## src/sv/sle_pkg.sv

```systemverilog
// ----------------------------------------------------------------------------
// sle_pkg
// Shared types, codes and scan code tables for the scan code line editor.
// ----------------------------------------------------------------------------
`default_nettype none

package sle_pkg;

    // Number of scan codes covered by the character tables
    localparam int TABLE_ENTRIES = 59;

    // Command queue between the front and the back
    localparam int QUEUE_DEPTH = 4;
    localparam int QPTR_W      = $clog2(QUEUE_DEPTH);
    localparam int QCNT_W      = $clog2(QUEUE_DEPTH + 1);

    // Scan codes with a special meaning
    localparam logic [7:0] SC_LSHIFT_MAKE  = 8'h2A;
    localparam logic [7:0] SC_RSHIFT_MAKE  = 8'h36;
    localparam logic [7:0] SC_LSHIFT_BREAK = 8'hAA;
    localparam logic [7:0] SC_RSHIFT_BREAK = 8'hB6;
    localparam logic [7:0] SC_CAPS_MAKE    = 8'h3A;
    localparam int         SC_BREAK_BIT    = 7;

    // Characters with a special meaning
    localparam logic [6:0] CH_NONE = 7'h00;
    localparam logic [6:0] CH_BS   = 7'h08;
    localparam logic [6:0] CH_LF   = 7'h0A;

    // Result event codes
    localparam logic [1:0] EV_APPEND = 2'd0;
    localparam logic [1:0] EV_ERASE  = 2'd1;
    localparam logic [1:0] EV_DONE   = 2'd2;

    // Queue command kinds
    typedef enum logic [1:0] {
        CMD_APPEND      = 2'd0,
        CMD_ERASE       = 2'd1,
        CMD_DONE        = 2'd2,
        CMD_APPEND_DONE = 2'd3
    } cmd_kind_t;

    typedef struct packed {
        cmd_kind_t  kind;
        logic [7:0] pos;
        logic [6:0] ch;
    } cmd_t;

    function automatic logic [6:0] lower_char(input logic [6:0] idx);
        logic [6:0] c;
        unique case (idx)
            7'd2:    c = 7'h31;
            7'd3:    c = 7'h32;
            7'd4:    c = 7'h33;
            7'd5:    c = 7'h34;
            7'd6:    c = 7'h35;
            7'd7:    c = 7'h36;
            7'd8:    c = 7'h37;
            7'd9:    c = 7'h38;
            7'd10:   c = 7'h39;
            7'd11:   c = 7'h30;
            7'd12:   c = 7'h2D;
            7'd13:   c = 7'h3D;
            7'd14:   c = CH_BS;
            7'd15:   c = 7'h09;
            7'd16:   c = 7'h71;
            7'd17:   c = 7'h77;
            7'd18:   c = 7'h65;
            7'd19:   c = 7'h72;
            7'd20:   c = 7'h74;
            7'd21:   c = 7'h79;
            7'd22:   c = 7'h75;
            7'd23:   c = 7'h69;
            7'd24:   c = 7'h6F;
            7'd25:   c = 7'h70;
            7'd26:   c = 7'h5B;
            7'd27:   c = 7'h5D;
            7'd28:   c = CH_LF;
            7'd30:   c = 7'h61;
            7'd31:   c = 7'h73;
            7'd32:   c = 7'h64;
            7'd33:   c = 7'h66;
            7'd34:   c = 7'h67;
            7'd35:   c = 7'h68;
            7'd36:   c = 7'h6A;
            7'd37:   c = 7'h6B;
            7'd38:   c = 7'h6C;
            7'd39:   c = 7'h3B;
            7'd40:   c = 7'h27;
            7'd41:   c = 7'h60;
            7'd43:   c = 7'h5C;
            7'd44:   c = 7'h7A;
            7'd45:   c = 7'h78;
            7'd46:   c = 7'h63;
            7'd47:   c = 7'h76;
            7'd48:   c = 7'h62;
            7'd49:   c = 7'h6E;
            7'd50:   c = 7'h6D;
            7'd51:   c = 7'h2C;
            7'd52:   c = 7'h2E;
            7'd53:   c = 7'h2F;
            7'd55:   c = 7'h2A;
            7'd57:   c = 7'h20;
            default: c = CH_NONE;
        endcase
        return c;
    endfunction

    function automatic logic [6:0] upper_char(input logic [6:0] idx);
        logic [6:0] c;
        unique case (idx)
            7'd2:    c = 7'h21;
            7'd3:    c = 7'h40;
            7'd4:    c = 7'h23;
            7'd5:    c = 7'h24;
            7'd6:    c = 7'h25;
            7'd7:    c = 7'h5E;
            7'd8:    c = 7'h26;
            7'd9:    c = 7'h2A;
            7'd10:   c = 7'h28;
            7'd11:   c = 7'h29;
            7'd12:   c = 7'h5F;
            7'd13:   c = 7'h2B;
            7'd14:   c = CH_BS;
            7'd15:   c = 7'h09;
            7'd16:   c = 7'h51;
            7'd17:   c = 7'h57;
            7'd18:   c = 7'h45;
            7'd19:   c = 7'h52;
            7'd20:   c = 7'h54;
            7'd21:   c = 7'h59;
            7'd22:   c = 7'h55;
            7'd23:   c = 7'h49;
            7'd24:   c = 7'h4F;
            7'd25:   c = 7'h50;
            7'd26:   c = 7'h7B;
            7'd27:   c = 7'h7D;
            7'd28:   c = CH_LF;
            7'd30:   c = 7'h41;
            7'd31:   c = 7'h53;
            7'd32:   c = 7'h44;
            7'd33:   c = 7'h46;
            7'd34:   c = 7'h47;
            7'd35:   c = 7'h48;
            7'd36:   c = 7'h4A;
            7'd37:   c = 7'h4B;
            7'd38:   c = 7'h4C;
            7'd39:   c = 7'h3A;
            7'd40:   c = 7'h22;
            7'd41:   c = 7'h7E;
            7'd43:   c = 7'h7C;
            7'd44:   c = 7'h5A;
            7'd45:   c = 7'h58;
            7'd46:   c = 7'h43;
            7'd47:   c = 7'h56;
            7'd48:   c = 7'h42;
            7'd49:   c = 7'h4E;
            7'd50:   c = 7'h4D;
            7'd51:   c = 7'h3C;
            7'd52:   c = 7'h3E;
            7'd53:   c = 7'h3F;
            7'd55:   c = 7'h2A;
            7'd57:   c = 7'h20;
            default: c = CH_NONE;
        endcase
        return c;
    endfunction

endpackage

`default_nettype wire

```

## src/sv/sle_front.sv

```systemverilog
// ----------------------------------------------------------------------------
// sle_front
// Accepts scan codes, tracks shift, caps and line length, and issues
// commands to the result queue.
// ----------------------------------------------------------------------------
`default_nettype none

module sle_front (
    input  wire logic          clk,
    input  wire logic          rst_n,
    input  wire logic          cfg_wr_en,
    input  wire logic [8:0]    cfg_wr_data,
    input  wire logic          accept,
    input  wire logic [7:0]    scan_code,
    output sle_pkg::cmd_t      push_cmd,
    output logic               push
);
    import sle_pkg::*;

    logic [8:0] limit_reg;
    logic       shift_reg, shift_next;
    logic       caps_reg, caps_next;
    logic [7:0] len_reg, len_next;

    logic [7:0] lim_m1;
    logic [8:0] len_inc;
    logic [6:0] ch;
    logic       in_table;

    // Clamp limit to [2, 256] and take the character count that ends a line
    always_comb
    begin
        if (limit_reg < 9'd2)
            lim_m1 = 8'd1;
        else if (limit_reg > 9'd256)
            lim_m1 = 8'd255;
        else
            lim_m1 = 8'(limit_reg - 9'd1);
    end

    assign len_inc  = {1'b0, len_reg} + 9'd1;
    assign in_table = (scan_code < 8'(TABLE_ENTRIES)) && !scan_code[SC_BREAK_BIT];
    assign ch       = (shift_reg ^ caps_reg) ? upper_char(scan_code[6:0])
                                             : lower_char(scan_code[6:0]);

    always_comb
    begin
        shift_next    = shift_reg;
        caps_next     = caps_reg;
        len_next      = len_reg;
        push          = 1'b0;
        push_cmd.kind = CMD_APPEND;
        push_cmd.pos  = len_reg;
        push_cmd.ch   = ch;
        if (accept)
        begin
            if (scan_code == SC_LSHIFT_MAKE || scan_code == SC_RSHIFT_MAKE)
                shift_next = 1'b1;
            else if (scan_code == SC_LSHIFT_BREAK || scan_code == SC_RSHIFT_BREAK)
                shift_next = 1'b0;
            else if (scan_code == SC_CAPS_MAKE)
                caps_next = ~caps_reg;
            else if (in_table && ch != CH_NONE)
            begin
                if (ch == CH_LF)
                begin
                    push          = 1'b1;
                    push_cmd.kind = CMD_DONE;
                    len_next      = 8'd0;
                    shift_next    = 1'b0;
                    caps_next     = 1'b0;
                end
                else if (ch == CH_BS)
                begin
                    if (len_reg != 8'd0)
                    begin
                        push          = 1'b1;
                        push_cmd.kind = CMD_ERASE;
                        push_cmd.pos  = len_reg - 8'd1;
                        len_next      = len_reg - 8'd1;
                    end
                end
                else
                begin
                    push = 1'b1;
                    // Wrap past 255 also lands here: len_inc is 256
                    if (len_inc >= {1'b0, lim_m1})
                    begin
                        push_cmd.kind = CMD_APPEND_DONE;
                        len_next      = 8'd0;
                        shift_next    = 1'b0;
                        caps_next     = 1'b0;
                    end
                    else
                    begin
                        len_next = len_inc[7:0];
                    end
                end
            end
        end
    end

    always_ff @(posedge clk or negedge rst_n)
    begin
        if (!rst_n)
        begin
            limit_reg <= 9'd128;
            shift_reg <= 1'b0;
            caps_reg  <= 1'b0;
            len_reg   <= 8'd0;
        end
        else
        begin
            if (cfg_wr_en)
                limit_reg <= cfg_wr_data;
            shift_reg <= shift_next;
            caps_reg  <= caps_next;
            len_reg   <= len_next;
        end
    end

endmodule

`default_nettype wire

```

## src/sv/sle_queue.sv

```systemverilog
// ----------------------------------------------------------------------------
// sle_queue
// Short command queue between the front and the back.
// ----------------------------------------------------------------------------
`default_nettype none

module sle_queue (
    input  wire logic          clk,
    input  wire logic          rst_n,
    input  wire logic          push,
    input  wire sle_pkg::cmd_t push_cmd,
    input  wire logic          pop,
    output sle_pkg::cmd_t      head_cmd,
    output logic               empty,
    output logic               full
);
    import sle_pkg::*;

    cmd_t              slot_reg [QUEUE_DEPTH];
    logic [QPTR_W-1:0] wr_ptr_reg, wr_ptr_next;
    logic [QPTR_W-1:0] rd_ptr_reg, rd_ptr_next;
    logic [QCNT_W-1:0] count_reg, count_next;

    assign empty    = (count_reg == '0);
    assign full     = (count_reg == QCNT_W'(QUEUE_DEPTH));
    assign head_cmd = slot_reg[rd_ptr_reg];

    always_comb
    begin
        wr_ptr_next = wr_ptr_reg;
        rd_ptr_next = rd_ptr_reg;
        count_next  = count_reg;
        if (push)
            wr_ptr_next = (wr_ptr_reg == QPTR_W'(QUEUE_DEPTH - 1)) ? '0
                                                                  : wr_ptr_reg + 1'b1;
        if (pop)
            rd_ptr_next = (rd_ptr_reg == QPTR_W'(QUEUE_DEPTH - 1)) ? '0
                                                                  : rd_ptr_reg + 1'b1;
        if (push && !pop)
            count_next = count_reg + 1'b1;
        else if (pop && !push)
            count_next = count_reg - 1'b1;
    end

    always_ff @(posedge clk)
    begin
        if (push)
            slot_reg[wr_ptr_reg] <= push_cmd;
    end

    always_ff @(posedge clk or negedge rst_n)
    begin
        if (!rst_n)
        begin
            wr_ptr_reg <= '0;
            rd_ptr_reg <= '0;
            count_reg  <= '0;
        end
        else
        begin
            wr_ptr_reg <= wr_ptr_next;
            rd_ptr_reg <= rd_ptr_next;
            count_reg  <= count_next;
        end
    end

endmodule

`default_nettype wire

```

## src/sv/sle_back.sv

```systemverilog
// ----------------------------------------------------------------------------
// sle_back
// Drains queued commands into the registered result port, splitting an
// append that fills the line into the append and the line-done result.
// ----------------------------------------------------------------------------
`default_nettype none

module sle_back (
    input  wire logic          clk,
    input  wire logic          rst_n,
    input  wire sle_pkg::cmd_t head_cmd,
    input  wire logic          q_empty,
    output logic               pop,
    output logic               out_valid,
    input  wire logic          out_ready,
    output logic [1:0]         event_res,
    output logic [7:0]         position,
    output logic [6:0]         character,
    output logic               last
);
    import sle_pkg::*;

    logic       valid_reg, valid_next;
    logic       pend_reg, pend_next;
    logic [7:0] pend_pos_reg, pend_pos_next;
    logic [1:0] ev_reg, ev_next;
    logic [7:0] pos_reg, pos_next;
    logic [6:0] ch_reg, ch_next;
    logic       last_reg, last_next;
    logic       load;

    assign load = !valid_reg || out_ready;
    assign pop  = load && !pend_reg && !q_empty;

    always_comb
    begin
        valid_next    = valid_reg;
        pend_next     = pend_reg;
        pend_pos_next = pend_pos_reg;
        ev_next       = ev_reg;
        pos_next      = pos_reg;
        ch_next       = ch_reg;
        last_next     = last_reg;
        if (load)
        begin
            if (pend_reg)
            begin
                // Second half of a line-filling append
                valid_next = 1'b1;
                pend_next  = 1'b0;
                ev_next    = EV_DONE;
                pos_next   = pend_pos_reg;
                ch_next    = CH_LF;
                last_next  = 1'b1;
            end
            else if (!q_empty)
            begin
                valid_next = 1'b1;
                pos_next   = head_cmd.pos;
                ch_next    = head_cmd.ch;
                last_next  = 1'b1;
                unique case (head_cmd.kind)
                    CMD_APPEND:      ev_next = EV_APPEND;
                    CMD_ERASE:       ev_next = EV_ERASE;
                    CMD_DONE:        ev_next = EV_DONE;
                    CMD_APPEND_DONE:
                    begin
                        ev_next       = EV_APPEND;
                        last_next     = 1'b0;
                        pend_next     = 1'b1;
                        pend_pos_next = head_cmd.pos + 8'd1;
                    end
                    default:         ev_next = EV_APPEND;
                endcase
            end
            else
            begin
                valid_next = 1'b0;
            end
        end
    end

    always_ff @(posedge clk or negedge rst_n)
    begin
        if (!rst_n)
        begin
            valid_reg <= 1'b0;
            pend_reg  <= 1'b0;
        end
        else
        begin
            valid_reg <= valid_next;
            pend_reg  <= pend_next;
        end
    end

    always_ff @(posedge clk)
    begin
        pend_pos_reg <= pend_pos_next;
        ev_reg       <= ev_next;
        pos_reg      <= pos_next;
        ch_reg       <= ch_next;
        last_reg     <= last_next;
    end

    assign out_valid = valid_reg;
    assign event_res = ev_reg;
    assign position  = pos_reg;
    assign character = ch_reg;
    assign last      = last_reg;

endmodule

`default_nettype wire

```

## src/sv/scancode_line_editor.sv

```systemverilog
// Path: an accepted scan code is written into the command queue, and the back
//   loads its first result into the output register once the output is free.
// Throughput: one scan code per cycle in while the queue has room, one result
//   per cycle out while out_ready holds; a line-filling code gives two results.
// A four-entry command queue lets the input run on while the output stalls.
// Reset (rst_n low, asynchronous): line limit 128, shift, caps and length cleared.
// ----------------------------------------------------------------------------
// scancode_line_editor
// Turns set-1 keyboard scan codes into line editing events: append, erase
// and line done.
// ----------------------------------------------------------------------------
`default_nettype none

module scancode_line_editor (
    input  wire logic       clk,
    input  wire logic       rst_n,
    // Configuration: line limit, buffer size including terminator
    input  wire logic       cfg_wr_en,
    input  wire logic [8:0] cfg_wr_data,
    // Scan code requests
    input  wire logic       in_valid,
    output logic            in_ready,
    input  wire logic [7:0] scan_code,
    // Result requests
    output logic            out_valid,
    input  wire logic       out_ready,
    output logic [1:0]      event_res,
    output logic [7:0]      position,
    output logic [6:0]      character,
    output logic            last
);
    import sle_pkg::*;

    cmd_t push_cmd;
    cmd_t head_cmd;
    logic push;
    logic pop;
    logic q_empty;
    logic q_full;
    logic accept;

    // Take a request whenever the queue has room; codes that produce no
    // result still pass through here to update shift, caps and length.
    assign in_ready = !q_full;
    assign accept   = in_valid && in_ready;

    // Front: classify the code, update editor state, issue a command
    sle_front u_front (
        .clk         (clk),
        .rst_n       (rst_n),
        .cfg_wr_en   (cfg_wr_en),
        .cfg_wr_data (cfg_wr_data),
        .accept      (accept),
        .scan_code   (scan_code),
        .push_cmd    (push_cmd),
        .push        (push)
    );

    // Queue: decouple code intake from result delivery
    sle_queue u_queue (
        .clk      (clk),
        .rst_n    (rst_n),
        .push     (push),
        .push_cmd (push_cmd),
        .pop      (pop),
        .head_cmd (head_cmd),
        .empty    (q_empty),
        .full     (q_full)
    );

    // Back: expand commands into result requests, hold on stall
    sle_back u_back (
        .clk       (clk),
        .rst_n     (rst_n),
        .head_cmd  (head_cmd),
        .q_empty   (q_empty),
        .pop       (pop),
        .out_valid (out_valid),
        .out_ready (out_ready),
        .event_res (event_res),
        .position  (position),
        .character (character),
        .last      (last)
    );

endmodule

`default_nettype wire

```

## config.mk

```make
export PLATFORM = sky130hd
export DESIGN_NAME = scancode_line_editor
export DESIGN_NICKNAME = d
export VERILOG_FILES = /design/src/sv/sle_pkg.sv /design/src/sv/sle_front.sv /design/src/sv/sle_queue.sv /design/src/sv/sle_back.sv /design/src/sv/scancode_line_editor.sv
export SDC_FILE = /design/constraint.sdc
export NUM_CORES = 1
export LEC_CHECK = 0
export BUFFER_PORTS_ARGS = -buffer_cell sky130_fd_sc_hd__buf_2
export CAP_MARGIN = 20
export CORE_ASPECT_RATIO = 0.8
export CORE_UTILIZATION = 41
export CTS_BUF_LIST = sky130_fd_sc_hd__clkbuf_4
export CTS_CLUSTER_SIZE = 14
export DETAILED_ROUTE_END_ITERATION = 10
export PLACE_DENSITY_LB_ADDON = 0.08
export SLEW_MARGIN = 20
export SYNTH_ARGS = -nofsm -noshare
export SYNTH_HDL_FRONTEND = slang
export SYNTH_SLANG_ARGS = --single-unit
export TNS_END_PERCENT = 20
```

## constraint.sdc

```tcl
create_clock -name clk -period 5 [get_ports clk]
set_clock_uncertainty 0.1 [all_clocks]
set_input_delay 0.5 -clock clk [delete_from_list [all_inputs] [get_ports clk]]
set_output_delay 0.5 -clock clk [all_outputs]
set_load 0.01 [all_outputs]
```

==> results.json <==
{
  "status": "completed",
  "postCtsHoldBufs": 1,
  "yosysSeqAreaShare": 0.512,
  "multi_input_comb_area_sq_um": 3110,
  "count_of_pins_on_the_block_boundary": 42,
  "route.final.wire_length_mm": 15.7,
  "ys_ff_latch": 122,
  "core_region_area_sq_um": 16100,
  "worst_path_required_time_ns": 5.30,
  "post_synth_instance_area_sq_um": 6880,
  "cp.arrival_ns": 4.64,
  "final_weighted_congestion_in_routability_driven_placement": 0.930,
  "start_kind": "register",
  "routed_wire_length_per_instance_um": 18.5,
  "antenna_left": 0,
  "synth-async-reset-ratio": 0.230,
  "synthMostInstantiatedCell": "edfxtp_1",
  "edff_count_synth": 94,
  "drt_initial_violations": 377,
  "floorplan.initialDensity": 0.427,
  "cap_viol_max_count": 0,
  "vias_per_cell": 5.69,
  "die_w_um": 147,
  "antenna_found_initial": 0,
  "port_buffers": 41,
  "largest_register_ff_count": 68,
  "setup.worst_path.end_class": "register",
  "final.period_utilization": 0.869,
  "final_net_count": 675,
  "antenna_cells_inserted": 0,
  "timing.final.max_slew_violations": 0,
  "grt_pass1_vias": 4724,
  "yosys.area.top_type_share": 0.410,
  "post-route-cell-area_sq_um": 7610,
  "setup_crit_path_kind": "register to register",
  "worst_r2r_path_depth": 14,
  "grt_setup_unrepaired": "no",
  "synthToLayoutAreaGrowth_pct": 10.6,
  "cts_tree": "built",
  "fillerInstances": 1495,
  "route.detailed.drc": 0,
  "power.density_cell_area_nw_per_um2": 484,
  "hpwlAfterDp_mm": 10.9,
  "hold_path_class": "input pin to register",
  "cts_made_buffers": 17,
  "dpl_worst_slack_ns": 0.595,
  "post-synth-top-area-cell": "edfxtp_1",
  "final_period_minus_worst_setup_slack_ns": 4.34,
  "placed_cell_area_sq_um": 7270,
  "synth_cells": 584,
  "worst_ir_drop_vdd_mv": 0.199,
  "grt_use_total": 0.194,
  "first_pass_iters": 5,
  "synth_nets": 638,
  "cts_num_sinks": 122,
  "path_max_fanout": 5,
  "hold_violations": 0,
  "clkLatencyLatePin_ns": 0.52,
  "congestion_overflow_gr": 0,
  "rows": 41,
  "pin_count_of_the_biggest_net_entering_global_routing": 37,
  "setup_total_negative_slack_ns": 0,
  "tightestPinTransition_ns": 0.895,
  "synthesis.area_per_instance_sq_um": 11.8,
  "clk_path_buf_depth": 2,
  "maxSlewHeadroom": 0.403,
  "timing.hold.worst_path_depth": 2,
  "ys_dominant_reg_cell": "edfxtp_1",
  "worst_setup_hold_path_clk_slew_ns": 0.13,
  "post_cts.resized_instances": 0,
  "synth.top_cells.by_area": "edfxtp_1 41%, dfrtp_1 9.8%, ha_1 5.6%",
  "cts_setup_buffers": 0,
  "final_layout_size_suffix_gt1_frac": 0.215,
  "sequential_cell_area_sq_um": 3520,
  "grt_pass1_wl_mm": 25.8,
  "cts.root.buffer_cell": "clkbuf_4",
  "die_y_um": 118,
  "achievable-frequency_ghz": 0.230,
  "cts-htree-levels": 4,
  "power_leakage_uw": 0.00292,
  "final_setup_violation_count": 0,
  "die_area_sq_um": 17300,
  "number_of_distinct_library_cells_after_synthesis": 75,
  "route.vias.total": 4832,
  "synth.yosys.warnings": 0,
  "synth_commonest_cells": "94 x edfxtp_1, 40 x nor2_1, 37 x o21ai_0",
  "final.setup.worst_slack_ns": 0.657
}
[final timing paths]
path / start / endpoint / slack (ns)
setup / recovery: u_front.limit_reg[5]$_DFFE_PN0P_ / u_front.len_reg[4]$_DFFE_PN0P_ / 0.66
hold / removal: scan_code[7] / u_front.shift_reg$_DFFE_PN0P_ / 0.09
setup reg to reg: u_front.limit_reg[5]$_DFFE_PN0P_ / u_front.len_reg[4]$_DFFE_PN0P_ / 0.66
hold reg to reg: u_queue.count_reg[2]$_DFFE_PN0P_ / u_queue.count_reg[2]$_DFFE_PN0P_ / 0.43
max in group asynchronous: rst_n / u_front.limit_reg[0]$_DFFE_PN0P_ / 3.88
min in group asynchronous: rst_n / u_queue.wr_ptr_reg[1]$_DFFE_PN0P_ / 0.45
[worst max-delay path: stages, from the launching register on]
cell and delay, ns:
dfrtp_1 0.43, or4_1 0.55, nor4_1 0.57, or3_1 0.20, ha_1 0.21, nand2b_1 0.14
a21o_1 0.17, a21o_1 0.17, a211oi_1 0.23, nor2_1 0.07, o41ai_1 0.34, buf_4 0.20
nand2_1 0.10, or4b_2 0.63, o311ai_0 0.12
[cells by family after synthesis]
group / after synthesis / share of synthesized area
AO/OA/AOI/OAI: 134 / 0.130
XOR/XNOR: 23 / 0.0314
adder cells (fa/ha/maj): 33 / 0.0607
buffers and inverters: 58 / 0.0365
flip-flops: 122 / 0.512
multiplexers: 39 / 0.0911
AND/OR/NAND/NOR: 175 / 0.138
[placed cells by master (no fill, tap or decap), drive strengths merged, types with 3 or more instances in the layout]
cell type	instances
mux4	17
a31oi	8
or4	3
or2	3
buf	51
a21o	5
clkbuf	18
bufinv	4
clkinvlp	3
or3	7
and3	10
o211a	4
clkinv	6
nor3	14
xor2	12
nor2b	15
a211oi	7
nand2	30
and2	5
edfxtp	94
o211ai	4
mux2	19
nor4	3
o311ai	6
dfrtp	27
nand3	12
xnor2	11
a21oi	27
nor2	40
mux2i	3
or4b	4
nand2b	15
nand4	5
o221ai	3
o31ai	8
inv	25
ha	31
o21ai	40
[metal layers]
layer	GRT usage	wire, um
met5	0	0
met4	0.0586	193
met3	0.0469	848
met2	0.290	7020
met1	0.276	7680
[stage by stage]
stage | util | power (uW) | std cells | hold WS [ns]
2_1_floorplan | - | 2520 | 584 | 0.104
3_3_place_gp | 0.451 | 2900 | 816 | 0.404
6_report | 0.473 | 3680 | 849 | 0.0899
3_5_place_dp | 0.451 | 2920 | 816 | 0.407
4_1_cts | 0.473 | 3730 | 849 | 0.0237
5_1_grt | 0.473 | 3950 | 849 | 0.0370
[final cells by class]
class,count,area share
tap,215,0.0353
clock inverter,14,0.0256
multi-input combinational,404,0.408
timing repair buffer,52,0.0381
sequential,122,0.463
inverter,24,0.0118
clock buffer,18,0.0178
[where the power goes]
| part | leakage [uW] | total [uW] | internal [uW] | switching (uW) |
|---|---|---|---|---|
| logic | 0.00155 | 1280 | 570 | 709 |
| clock network | 0.000167 | 795 | 405 | 390 |
| registers | 0.00121 | 1610 | 1390 | 216 |
| total | 0.00292 | 3680 | 2370 | 1310 |
(Power assumes the default switching activity.)
